`config.mk`:
```
export PLATFORM = sky130hd
export DESIGN_NAME = ata_rw_taskfile_builder
export DESIGN_NICKNAME = d
export VERILOG_FILES = /design/src/rtl/atf_pkg.sv /design/src/rtl/ata_rw_taskfile_builder.sv /design/src/rtl/atf_div.sv
export SDC_FILE = /design/constraint.sdc
export NUM_CORES = 2
export LEC_CHECK = 0
export BUFFER_PORTS_ARGS = -buffer_cell sky130_fd_sc_hd__buf_2
export CORE_MARGIN = 2
export CORE_UTILIZATION = 35
export DETAILED_ROUTE_END_ITERATION = 8
export MAX_ROUTING_LAYER = met4
export PLACE_DENSITY = 0.55
export SYNTH_ARGS = -nofsm -noshare
export SYNTH_HDL_FRONTEND = slang
export SYNTH_SLANG_ARGS = --single-unit
```
`constraint.sdc`:
```
create_clock -name clk -period 15.3 [get_ports clk]
set_input_delay 1.53 -clock clk [delete_from_list [all_inputs] [get_ports clk]]
set_output_delay 1.53 -clock clk [all_outputs]
set_load 0.03 [all_outputs]
```
`src/rtl/atf_pkg.sv`:
```
// Shared types and constants for the ATA read/write task-file builder.
// No dependencies; used by the datapath, the divider, the checker and the testbench.
package atf_pkg;

  localparam int POS_W = 48;
  localparam int CNT_W = 17;
  localparam int TAG_W = 5;
  localparam int HEADS_W = 5;
  localparam int SPT_W = 8;
  localparam int TRACK_W = HEADS_W + SPT_W;
  localparam int CYL_W = 16;
  localparam int HEAD_W = 4;
  localparam int SEC_W = 8;
  localparam int CMD_W = 8;
  localparam int COUT_W = 16;
  localparam int CFG_IDX_W = 2;
  localparam int CFG_DATA_W = 8;
  localparam int DIV_STEP_BITS = 4;

  localparam logic [CFG_IDX_W-1:0] CFG_ADDR_BY_BLOCK = 2'd0;
  localparam logic [CFG_IDX_W-1:0] CFG_ALLOW_48BIT = 2'd1;
  localparam logic [CFG_IDX_W-1:0] CFG_HEADS = 2'd2;
  localparam logic [CFG_IDX_W-1:0] CFG_SPT = 2'd3;

  localparam logic [HEADS_W-1:0] HEADS_RESET = 5'd16;
  localparam logic [SPT_W-1:0] SPT_RESET = 8'd63;

  localparam logic [POS_W:0] LBA28_LIMIT = 49'h000000fffffff;
  localparam logic [CNT_W-1:0] SHORT_MAX_COUNT = 17'h00100;
  localparam logic [CNT_W-1:0] LONG_MAX_COUNT = 17'h0ffff;

  typedef enum logic [2:0] {
    LAYOUT_QLBA48 = 3'd0,
    LAYOUT_LBA48 = 3'd1,
    LAYOUT_QLBA28 = 3'd2,
    LAYOUT_LBA28 = 3'd3,
    LAYOUT_CHS = 3'd4
  } layout_t;

  typedef enum logic [1:0] {
    ERR_OK = 2'd0,
    ERR_LENGTH = 2'd1,
    ERR_TRACK = 2'd2
  } err_t;

  // ATA opcodes
  localparam logic [CMD_W-1:0] OP_READ_SECT = 8'h20;
  localparam logic [CMD_W-1:0] OP_WRITE_SECT = 8'h30;
  localparam logic [CMD_W-1:0] OP_READ_DMA = 8'hC8;
  localparam logic [CMD_W-1:0] OP_WRITE_DMA = 8'hCA;
  localparam logic [CMD_W-1:0] OP_READ_SECT_EXT = 8'h24;
  localparam logic [CMD_W-1:0] OP_WRITE_SECT_EXT = 8'h34;
  localparam logic [CMD_W-1:0] OP_READ_DMA_EXT = 8'h25;
  localparam logic [CMD_W-1:0] OP_WRITE_DMA_EXT = 8'h35;
  localparam logic [CMD_W-1:0] OP_READ_DMA_Q = 8'hC7;
  localparam logic [CMD_W-1:0] OP_WRITE_DMA_Q = 8'hCC;
  localparam logic [CMD_W-1:0] OP_READ_DMA_Q_EXT = 8'h26;
  localparam logic [CMD_W-1:0] OP_WRITE_DMA_Q_EXT = 8'h36;

  typedef struct packed {
    err_t error_code;
    layout_t layout;
    logic [CMD_W-1:0] command_code;
    logic [COUT_W-1:0] count_out;
    logic [POS_W-1:0] block_address;
    logic [TAG_W-1:0] tag_out;
    logic chs_ok;
  } tf_t;

  typedef struct packed {
    tf_t tf;
    logic [SPT_W-1:0] spt;
  } side1_t;

  typedef struct packed {
    tf_t tf;
    logic [CYL_W-1:0] cyl;
  } side2_t;

endpackage

```
`src/rtl/ata_rw_taskfile_builder.sv`:
```
// ATA read/write task-file builder: one request in, one task-file result out.
// Path: decode register, track divider, sectors-per-track divider, output register.
// Throughput: one transfer per cycle while out_stall is low; the CHS divider pipelines set the depth.
// Reset (rst_n low, synchronous) empties all stages and loads register defaults:
// block addressing on, 48-bit allowed, 16 heads, 63 sectors per track.
// Depends on atf_pkg and atf_div.
module ata_rw_taskfile_builder #(
  parameter int StepBits = atf_pkg::DIV_STEP_BITS
) (
  input  logic                              clk,
  input  logic                              rst_n,
  input  logic                              cfg_we,
  input  logic [atf_pkg::CFG_IDX_W-1:0]     cfg_index,
  input  logic [atf_pkg::CFG_DATA_W-1:0]    cfg_data,
  input  logic                              in_valid,
  output logic                              in_stall,
  input  logic [atf_pkg::POS_W-1:0]         in_start_block,
  input  logic [atf_pkg::CNT_W-1:0]         in_block_count,
  input  logic                              in_write_req,
  input  logic                              in_use_dma,
  input  logic                              in_queued,
  input  logic [atf_pkg::TAG_W-1:0]         in_queue_tag,
  output logic                              out_valid,
  input  logic                              out_stall,
  output logic [1:0]                        out_error_code,
  output logic [2:0]                        out_layout,
  output logic [atf_pkg::CMD_W-1:0]         out_command_code,
  output logic [atf_pkg::COUT_W-1:0]        out_count_out,
  output logic [atf_pkg::POS_W-1:0]         out_block_address,
  output logic [atf_pkg::TAG_W-1:0]         out_tag_out,
  output logic [atf_pkg::CYL_W-1:0]         out_cylinder,
  output logic [atf_pkg::HEAD_W-1:0]        out_head,
  output logic [atf_pkg::SEC_W-1:0]         out_sector
);
  import atf_pkg::*;

  localparam int Side1W = $bits(side1_t);
  localparam int Side2W = $bits(side2_t);

  // configuration registers
  logic               abb_r;
  logic               a48_r;
  logic [HEADS_W-1:0] heads_r;
  logic [SPT_W-1:0]   spt_r;

  always_ff @(posedge clk) begin
    if (!rst_n) begin
      abb_r <= 1'b1;
      a48_r <= 1'b1;
      heads_r <= HEADS_RESET;
      spt_r <= SPT_RESET;
    end else if (cfg_we) begin
      unique case (cfg_index)
        CFG_ADDR_BY_BLOCK: abb_r <= cfg_data[0];
        CFG_ALLOW_48BIT:   a48_r <= cfg_data[0];
        CFG_HEADS:         heads_r <= cfg_data[HEADS_W-1:0];
        CFG_SPT:           spt_r <= cfg_data[SPT_W-1:0];
      endcase
    end
  end

  // stage A: layout decode, opcode select, track size
  logic                dec_v_r;
  side1_t              dec_r;
  logic [POS_W-1:0]    pos_r;
  logic [TRACK_W-1:0]  track_r;
  side1_t              dec_nxt;
  logic [TRACK_W-1:0]  track_nxt;
  logic                dec_rdy;
  logic                div1_in_stall;

  always_comb begin : p_decode
    logic need_long;
    logic over_short;
    tf_t  tf;
    need_long = a48_r &&
      (({1'b0, in_start_block} + (POS_W+1)'(in_block_count)) > LBA28_LIMIT ||
       in_block_count > SHORT_MAX_COUNT);
    over_short = in_block_count > SHORT_MAX_COUNT;
    tf.error_code = ERR_OK;
    tf.layout = LAYOUT_CHS;
    tf.command_code = '0;
    tf.count_out = {8'h00, in_block_count[7:0]};
    tf.block_address = '0;
    tf.tag_out = '0;
    tf.chs_ok = 1'b0;
    if (abb_r) begin
      if (need_long) begin
        tf.layout = in_queued ? LAYOUT_QLBA48 : LAYOUT_LBA48;
        tf.error_code = (in_block_count > LONG_MAX_COUNT) ? ERR_LENGTH : ERR_OK;
        tf.count_out = in_block_count[COUT_W-1:0];
        tf.block_address = in_start_block;
        if (in_queued) begin
          tf.tag_out = in_queue_tag;
          tf.command_code = in_write_req ? OP_WRITE_DMA_Q_EXT : OP_READ_DMA_Q_EXT;
        end else if (in_use_dma) begin
          tf.command_code = in_write_req ? OP_WRITE_DMA_EXT : OP_READ_DMA_EXT;
        end else begin
          tf.command_code = in_write_req ? OP_WRITE_SECT_EXT : OP_READ_SECT_EXT;
        end
      end else begin
        tf.layout = in_queued ? LAYOUT_QLBA28 : LAYOUT_LBA28;
        tf.error_code = over_short ? ERR_LENGTH : ERR_OK;
        tf.block_address = {20'h00000, in_start_block[27:0]};
        if (in_queued) begin
          tf.tag_out = in_queue_tag;
          tf.command_code = in_write_req ? OP_WRITE_DMA_Q : OP_READ_DMA_Q;
        end else if (in_use_dma) begin
          tf.command_code = in_write_req ? OP_WRITE_DMA : OP_READ_DMA;
        end else begin
          tf.command_code = in_write_req ? OP_WRITE_SECT : OP_READ_SECT;
        end
      end
    end else begin
      if (over_short) begin
        tf.error_code = ERR_LENGTH;
      end else if (heads_r == '0 || spt_r == '0) begin
        tf.error_code = ERR_TRACK;
      end
      tf.chs_ok = (tf.error_code == ERR_OK);
      if (in_use_dma) begin
        tf.command_code = in_write_req ? OP_WRITE_DMA : OP_READ_DMA;
      end else begin
        tf.command_code = in_write_req ? OP_WRITE_SECT : OP_READ_SECT;
      end
    end
    if (tf.error_code != ERR_OK) begin
      tf.command_code = '0;
      tf.count_out = '0;
      tf.block_address = '0;
      tf.tag_out = '0;
    end
    dec_nxt.tf = tf;
    dec_nxt.spt = spt_r;
  end

  assign track_nxt = TRACK_W'(heads_r) * TRACK_W'(spt_r);
  assign dec_rdy = !dec_v_r || !div1_in_stall;
  assign in_stall = !dec_rdy;

  always_ff @(posedge clk) begin
    if (!rst_n) begin
      dec_v_r <= 1'b0;
    end else if (dec_rdy) begin
      dec_v_r <= in_valid;
    end
  end

  always_ff @(posedge clk) begin
    if (dec_rdy && in_valid) begin
      dec_r <= dec_nxt;
      pos_r <= in_start_block;
      track_r <= track_nxt;
    end
  end

  // cylinder = block / track, offset = block mod track
  logic               div1_out_valid;
  logic               div1_out_stall;
  logic [CYL_W-1:0]   div1_quo;
  logic [TRACK_W-1:0] div1_rem;
  logic [Side1W-1:0]  div1_side;
  side1_t             s1;
  side2_t             s2_in;

  atf_div #(
    .DividendW(POS_W),
    .DivisorW (TRACK_W),
    .QuotW    (CYL_W),
    .SideW    (Side1W),
    .StepBits (StepBits)
  ) u_div_track (
    .clk          (clk),
    .rst_n        (rst_n),
    .in_valid     (dec_v_r),
    .in_stall     (div1_in_stall),
    .in_dividend  (pos_r),
    .in_divisor   (track_r),
    .in_side      (dec_r),
    .out_valid    (div1_out_valid),
    .out_stall    (div1_out_stall),
    .out_quotient (div1_quo),
    .out_remainder(div1_rem),
    .out_side     (div1_side)
  );

  assign s1 = side1_t'(div1_side);
  assign s2_in.tf = s1.tf;
  assign s2_in.cyl = div1_quo;

  // head = offset / spt, sector = offset mod spt + 1
  logic              div2_out_valid;
  logic              div2_out_stall;
  logic [HEAD_W-1:0] div2_quo;
  logic [SPT_W-1:0]  div2_rem;
  logic [Side2W-1:0] div2_side;
  side2_t            s2;

  atf_div #(
    .DividendW(TRACK_W),
    .DivisorW (SPT_W),
    .QuotW    (HEAD_W),
    .SideW    (Side2W),
    .StepBits (StepBits)
  ) u_div_spt (
    .clk          (clk),
    .rst_n        (rst_n),
    .in_valid     (div1_out_valid),
    .in_stall     (div1_out_stall),
    .in_dividend  (div1_rem),
    .in_divisor   (s1.spt),
    .in_side      (s2_in),
    .out_valid    (div2_out_valid),
    .out_stall    (div2_out_stall),
    .out_quotient (div2_quo),
    .out_remainder(div2_rem),
    .out_side     (div2_side)
  );

  assign s2 = side2_t'(div2_side);

  // output register
  logic               out_v_r;
  tf_t                out_tf_r;
  logic [CYL_W-1:0]   out_cyl_r;
  logic [HEAD_W-1:0]  out_head_r;
  logic [SEC_W-1:0]   out_sec_r;
  logic               out_rdy;

  assign out_rdy = !out_v_r || !out_stall;
  assign div2_out_stall = !out_rdy;

  always_ff @(posedge clk) begin
    if (!rst_n) begin
      out_v_r <= 1'b0;
    end else if (out_rdy) begin
      out_v_r <= div2_out_valid;
    end
  end

  always_ff @(posedge clk) begin
    if (out_rdy && div2_out_valid) begin
      out_tf_r <= s2.tf;
      if (s2.tf.chs_ok) begin
        out_cyl_r <= s2.cyl;
        out_head_r <= div2_quo;
        out_sec_r <= SEC_W'(div2_rem + 8'd1);
      end else begin
        out_cyl_r <= '0;
        out_head_r <= '0;
        out_sec_r <= '0;
      end
    end
  end

  assign out_valid = out_v_r;
  assign out_error_code = out_tf_r.error_code;
  assign out_layout = out_tf_r.layout;
  assign out_command_code = out_tf_r.command_code;
  assign out_count_out = out_tf_r.count_out;
  assign out_block_address = out_tf_r.block_address;
  assign out_tag_out = out_tf_r.tag_out;
  assign out_cylinder = out_cyl_r;
  assign out_head = out_head_r;
  assign out_sector = out_sec_r;

endmodule

```
`src/rtl/atf_div.sv`:
```
// Pipelined restoring divider, StepBits quotient bits per stage, with a sideband.
// Per-stage valid and a ready chain let bubbles collapse. Uses atf_pkg constants.
module atf_div #(
  parameter int DividendW = atf_pkg::POS_W,
  parameter int DivisorW = atf_pkg::TRACK_W,
  parameter int QuotW = atf_pkg::CYL_W,
  parameter int SideW = 1,
  parameter int StepBits = atf_pkg::DIV_STEP_BITS
) (
  input  logic                 clk,
  input  logic                 rst_n,
  input  logic                 in_valid,
  output logic                 in_stall,
  input  logic [DividendW-1:0] in_dividend,
  input  logic [DivisorW-1:0]  in_divisor,
  input  logic [SideW-1:0]     in_side,
  output logic                 out_valid,
  input  logic                 out_stall,
  output logic [QuotW-1:0]     out_quotient,
  output logic [DivisorW-1:0]  out_remainder,
  output logic [SideW-1:0]     out_side
);

  localparam int NumStages = (DividendW + StepBits - 1) / StepBits;
  localparam int PadW = NumStages * StepBits;

  logic                v_r    [NumStages];
  logic [DivisorW-1:0] rem_r  [NumStages];
  logic [DivisorW-1:0] dvs_r  [NumStages];
  logic [PadW-1:0]     num_r  [NumStages];
  logic [QuotW-1:0]    quo_r  [NumStages];
  logic [SideW-1:0]    side_r [NumStages];
  logic                rdy    [NumStages];

  for (genvar i = 0; i < NumStages; i++) begin : g_stage
    logic                prev_v;
    logic [DivisorW-1:0] prev_rem;
    logic [DivisorW-1:0] prev_dvs;
    logic [PadW-1:0]     prev_num;
    logic [QuotW-1:0]    prev_quo;
    logic [SideW-1:0]    prev_side;
    logic                down_rdy;
    logic [DivisorW-1:0] rem_nxt;
    logic [PadW-1:0]     num_nxt;
    logic [QuotW-1:0]    quo_nxt;

    if (i == 0) begin : g_first
      assign prev_v = in_valid;
      assign prev_rem = '0;
      assign prev_dvs = in_divisor;
      assign prev_num = PadW'(in_dividend);
      assign prev_quo = '0;
      assign prev_side = in_side;
    end else begin : g_next
      assign prev_v = v_r[i-1];
      assign prev_rem = rem_r[i-1];
      assign prev_dvs = dvs_r[i-1];
      assign prev_num = num_r[i-1];
      assign prev_quo = quo_r[i-1];
      assign prev_side = side_r[i-1];
    end

    if (i == NumStages - 1) begin : g_last
      assign down_rdy = !out_stall;
    end else begin : g_mid
      assign down_rdy = rdy[i+1];
    end

    assign rdy[i] = !v_r[i] || down_rdy;

    always_comb begin : p_step
      logic [DivisorW:0] trial;
      rem_nxt = prev_rem;
      num_nxt = prev_num;
      quo_nxt = prev_quo;
      for (int k = 0; k < StepBits; k++) begin
        trial = {rem_nxt, num_nxt[PadW-1]};
        num_nxt = num_nxt << 1;
        if (trial >= {1'b0, prev_dvs}) begin
          rem_nxt = DivisorW'(trial - {1'b0, prev_dvs});
          quo_nxt = {quo_nxt[QuotW-2:0], 1'b1};
        end else begin
          rem_nxt = trial[DivisorW-1:0];
          quo_nxt = {quo_nxt[QuotW-2:0], 1'b0};
        end
      end
    end

    always_ff @(posedge clk) begin
      if (!rst_n) begin
        v_r[i] <= 1'b0;
      end else if (rdy[i]) begin
        v_r[i] <= prev_v;
      end
    end

    always_ff @(posedge clk) begin
      if (rdy[i] && prev_v) begin
        rem_r[i] <= rem_nxt;
        dvs_r[i] <= prev_dvs;
        num_r[i] <= num_nxt;
        quo_r[i] <= quo_nxt;
        side_r[i] <= prev_side;
      end
    end
  end

  assign in_stall = !rdy[0];
  assign out_valid = v_r[NumStages-1];
  assign out_quotient = quo_r[NumStages-1];
  assign out_remainder = rem_r[NumStages-1];
  assign out_side = side_r[NumStages-1];

endmodule

```
==> metrics.md <==
| Metric | Value |
|---|---|
| Status | `complete, no violations` |
| First-pass GRT wire length | `435,000 microns` |
| CTS tree | `done` |
| Synth area leaders | `edfxtp_1 62%, ha_1 8.2%, mux2_2 2.3%` |
| R2R depth | `42` |
| Starting Density | `35.1%` |
| # hold bufs at CTS | `0` |
| Nets | `10,100` |
| Port Buffers | `199` |
| Largest net degree at the start of global routing | `123` |
| Fin crit period | `13,270 ps` |
| Crit Path Max Fanout | `22` |
| Setup TNS | `0 ps` |
| FF+latch count, synth | `2,452` |
| Worst path max stage delay | `840 ps` |
| Worst setup margin | `2030 ps` |
| Pre-CTS setup slack | `2130 ps` |
| Reg power frac | `29.0%` |
| Design Area, Final | `134,000 sq um` |
| Final hold vios | `0` |
| DRT antenna net count | `0` |
| CP top delay family | `compound AO/OA/AOI/OAI gates` |
| Remaining DRCs | `0` |
| Crit path capture type | `flip-flop` |
| GRT Overall Usage | `17.1%` |
| Post-synth ARST share | `0%` |
| Worst-Margin Slew | `1160 ps` |
| Hold Path Class | `flip-flop to flip-flop` |
| Post-synthesis mux area share | `3.23%` |
| Clock sinks | `2,452` |
| Worst R2R Start | `u_div_track.dvs_r[2][27]` |
| Skew-Pair Late Insertion Delay | `900 ps` |
| Iteration count of the initial detailed-routing pass | `6` |
| Vias in the first global route | `70,300` |
| Via count | `70,300` |
| Largest family of logic cells by synthesized area | `compound AO/OA/AOI/OAI gates` |
| CTS Buf Count | `269` |
| Hold_sp | `u_div_track.side_r[2][225]` |
| H-tree depth | `5` |
| Width of the chip | `584 microns` |
| Post-Syn Area | `118,000 sq um` |
| Yosys top cell area share | `62.0%` |
| Vias per Instance | `5.09` |
| Leak | `49.1 nW` |
| Met2 wire length | `134,000 microns` |
| WL met3 | `12,600 microns` |
| Ys Warns | `0` |
| Hold Crit Depth | `0` |
| Filler cell count | `31,000` |
| Post-synth EDFFs | `2,433` |
| Synth Area in Compound Gates | `9.64%` |
| Layout cell share with drive strength beyond 1 | `11.0%` |
| Pwr per Cell Area | `210 nW/um^2` |
| DR iter-0 viols | `4,896` |
| Antenna violations before repair | `45` |
| Adder-cell share of the synthesized area | `9.54%` |
| GRT Residual Overflow | `0` |
| Pins Over Slew Limit | `0` |
| Post-CTS Setup Bufs | `0` |
| I/O pin cnt | `200` |
| Most instantiated library cell after synthesis | `edfxtp_1` |
| Combinational fraction of design power | `47.7%` |
| Max-slew headroom | `22.9%` |
| Slowest cell on the critical path | `or4b_1` |
| CTS root buf | `clkbuf_16` |
| M1 WL | `134,000 microns` |
| Switching pwr | `10.2 mW` |
| Top FF cell, synth | `edfxtp_1` |
| Post-synthesis simple-gate area fraction | `9.09%` |
| Total power | `28.1 mW` |
| Worst-path clk slew | `70 ps` |
| Hold Path End | `u_div_track.side_r[2][316]` |
| Worst IR drop on VDD | `0.460 mV` |
| DIE AREA | `341,000 sq um` |
| Core Area | `336,000 sq um` |
| Routed wire length | `287,000 microns` |
| Setup Skew | `61.4 ps` |
| Clock tree buffer depth | `4` |
| Crit Path Class | `flip-flop to flip-flop` |
| Power Internal | `17.9 mW` |
| Count of cell types in the netlist | `119` |
| P&R area growth vs syn | `13.3%` |
| Maxcap violations | `0` |
| Mean area per synthesized cell | `13.5 sq um` |
| RSZ-0062 raised after global routing | `false` |
| Final number of setup-violating endpoints | `0` |
| Post_cts resized | `0` |
| Post-synthesis sequential area ratio | `62.3%` |
| RR Endpoint | `u_div_track.rem_r[2][51]` |
| Max Clk Rate | `75.4 MHz` |
| Critical path startpoint category | `flip-flop` |
| Rows | `213` |
| Synth cell count leaders | `2,433 x edfxtp_1, 772 x ha_1, 567 x inv_1, 520 x nand2_1, 483 x nor2_1` |
| Worst hold slack | `370 ps` |
| R2R Setup Slk | `2030 ps` |
| Switching share of power | `36.4%` |
| Worst EP arrival | `13,850 ps` |
| Wire per inst | `20.8 microns` |
| Post-Synth XOR/XNOR Area | `3.84%` |
| Synth Instances | `8,756` |
| CP dominant cell by count | `o21ai_0` |
| Final worst path period share | `86.7%` |
| Clock share of power | `23.3%` |
| DP Wirelength | `214,000 microns` |
| Placer Congestion | `0.904` |
| Placed Area | `124,000 sq um` |
| Top Metal Used | `met4` |
| Synth area leader | `edfxtp_1` |
| Worst path required time | `15,890 ps` |
| Buf/Inv on CP | `4` |
| Die Y | `584 microns` |
[worst register-to-register path, delay by kind of cell (launching register included)]
| family | cells | cell delay (ps) |
|---|---|---|
| buf+inv | 4 | 1080 |
| simple gates | 9 | 3080 |
| compound gates | 24 | 6530 |
| mux | 1 | 460 |
| flops | 1 | 480 |
| fa+ha+maj | 4 | 1330 |
[worst max path at each step]
stage | from | endpoint | cells past startpoint
CTS | u_div_track.dvs_r[2][27] | u_div_track.rem_r[2][51] | 42
detailed placement | u_div_track.dvs_r[2][27] | u_div_track.rem_r[2][44] | 42
finish | u_div_track.dvs_r[2][27] | u_div_track.rem_r[2][51] | 42
global route | u_div_track.dvs_r[2][27] | u_div_track.rem_r[2][51] | 42
floorplan | out_stall | u_div_track.v_r[1][2] | 8
global placement | u_div_track.dvs_r[2][27] | u_div_track.rem_r[2][51] | 42
[power by group through the flow]
stage	clock (mW)	combinational [mW]	sequential, mW
floorplan	0	10.5	8.25
global placement	0	13.0	8.28
detailed placement	0	13.2	8.28
CTS	6.76	13.3	8.14
global route	7.02	14.9	8.15
finish	6.54	13.4	8.14
[final cells by class]
cell class,instances,area (sq um),area share (%)
clock buffers,316,6920,5.18
flip-flops and latches,2452,73400,55.0
repair buffers,265,1540,1.15
well taps,4407,5510,4.13
clock inverters,170,2130,1.60
inverters,568,2130,1.60
diodes,10,25.0,0.0187
multi-input cells,5610,41800,31.3
[flip-flops by register name (all words and copies together) (netlist names), 12 cells and up]
register            cells
u_div_spt.dvs_r        24
track_r                13
u_div_spt.side_r      392
pos_r                  48
out_block_address      48
out_count_out          16
u_div_spt.num_r        24
u_div_spt.rem_r        32
u_div_track.quo_r      40
u_div_track.v_r        12
dec_r                  90
u_div_track.dvs_r     143
out_cylinder           16
u_div_track.rem_r     156
u_div_track.num_r     264
u_div_track.side_r   1080
[metrics by stage]
stage,cells,util (%)
floorplan,8758,-
global placement,13300,37.1
detailed placement,13300,37.1
CTS,13800,39.8
global route,13800,39.8
finish,13800,39.8
[cells by family after synthesis]
group           Yosys count
xor+xnor                516
simple gates           2135
fa+ha+maj               851
buf+inv                 696
compound gates         1757
mux                     348
flops                  2452
other cells               1
[cells in the final DEF (no fill, tap or decap), drive strengths merged, types with 247 or more instances in the layout]
cell,synthesis,layout
xnor2,307,307
edfxtp,2433,2433
o21ai,457,457
nor2,483,483
inv,568,586
ha,772,772
buf,49,265
mux2,247,247
a21oi,479,479
nand2,523,523
clkbuf,78,316
[per-layer routing]
| layer | up-vias | GRT usage [%] |
|---|---|---|
| met3 | 432 | 2.13 |
| met4 | 0 | 4.15 |
| met5 | - | - |
| met1 | 34400 | 23.3 |
| li1 | 33800 | - |
| met2 | 1613 | 27.0 |
(Power assumes the default switching activity.)
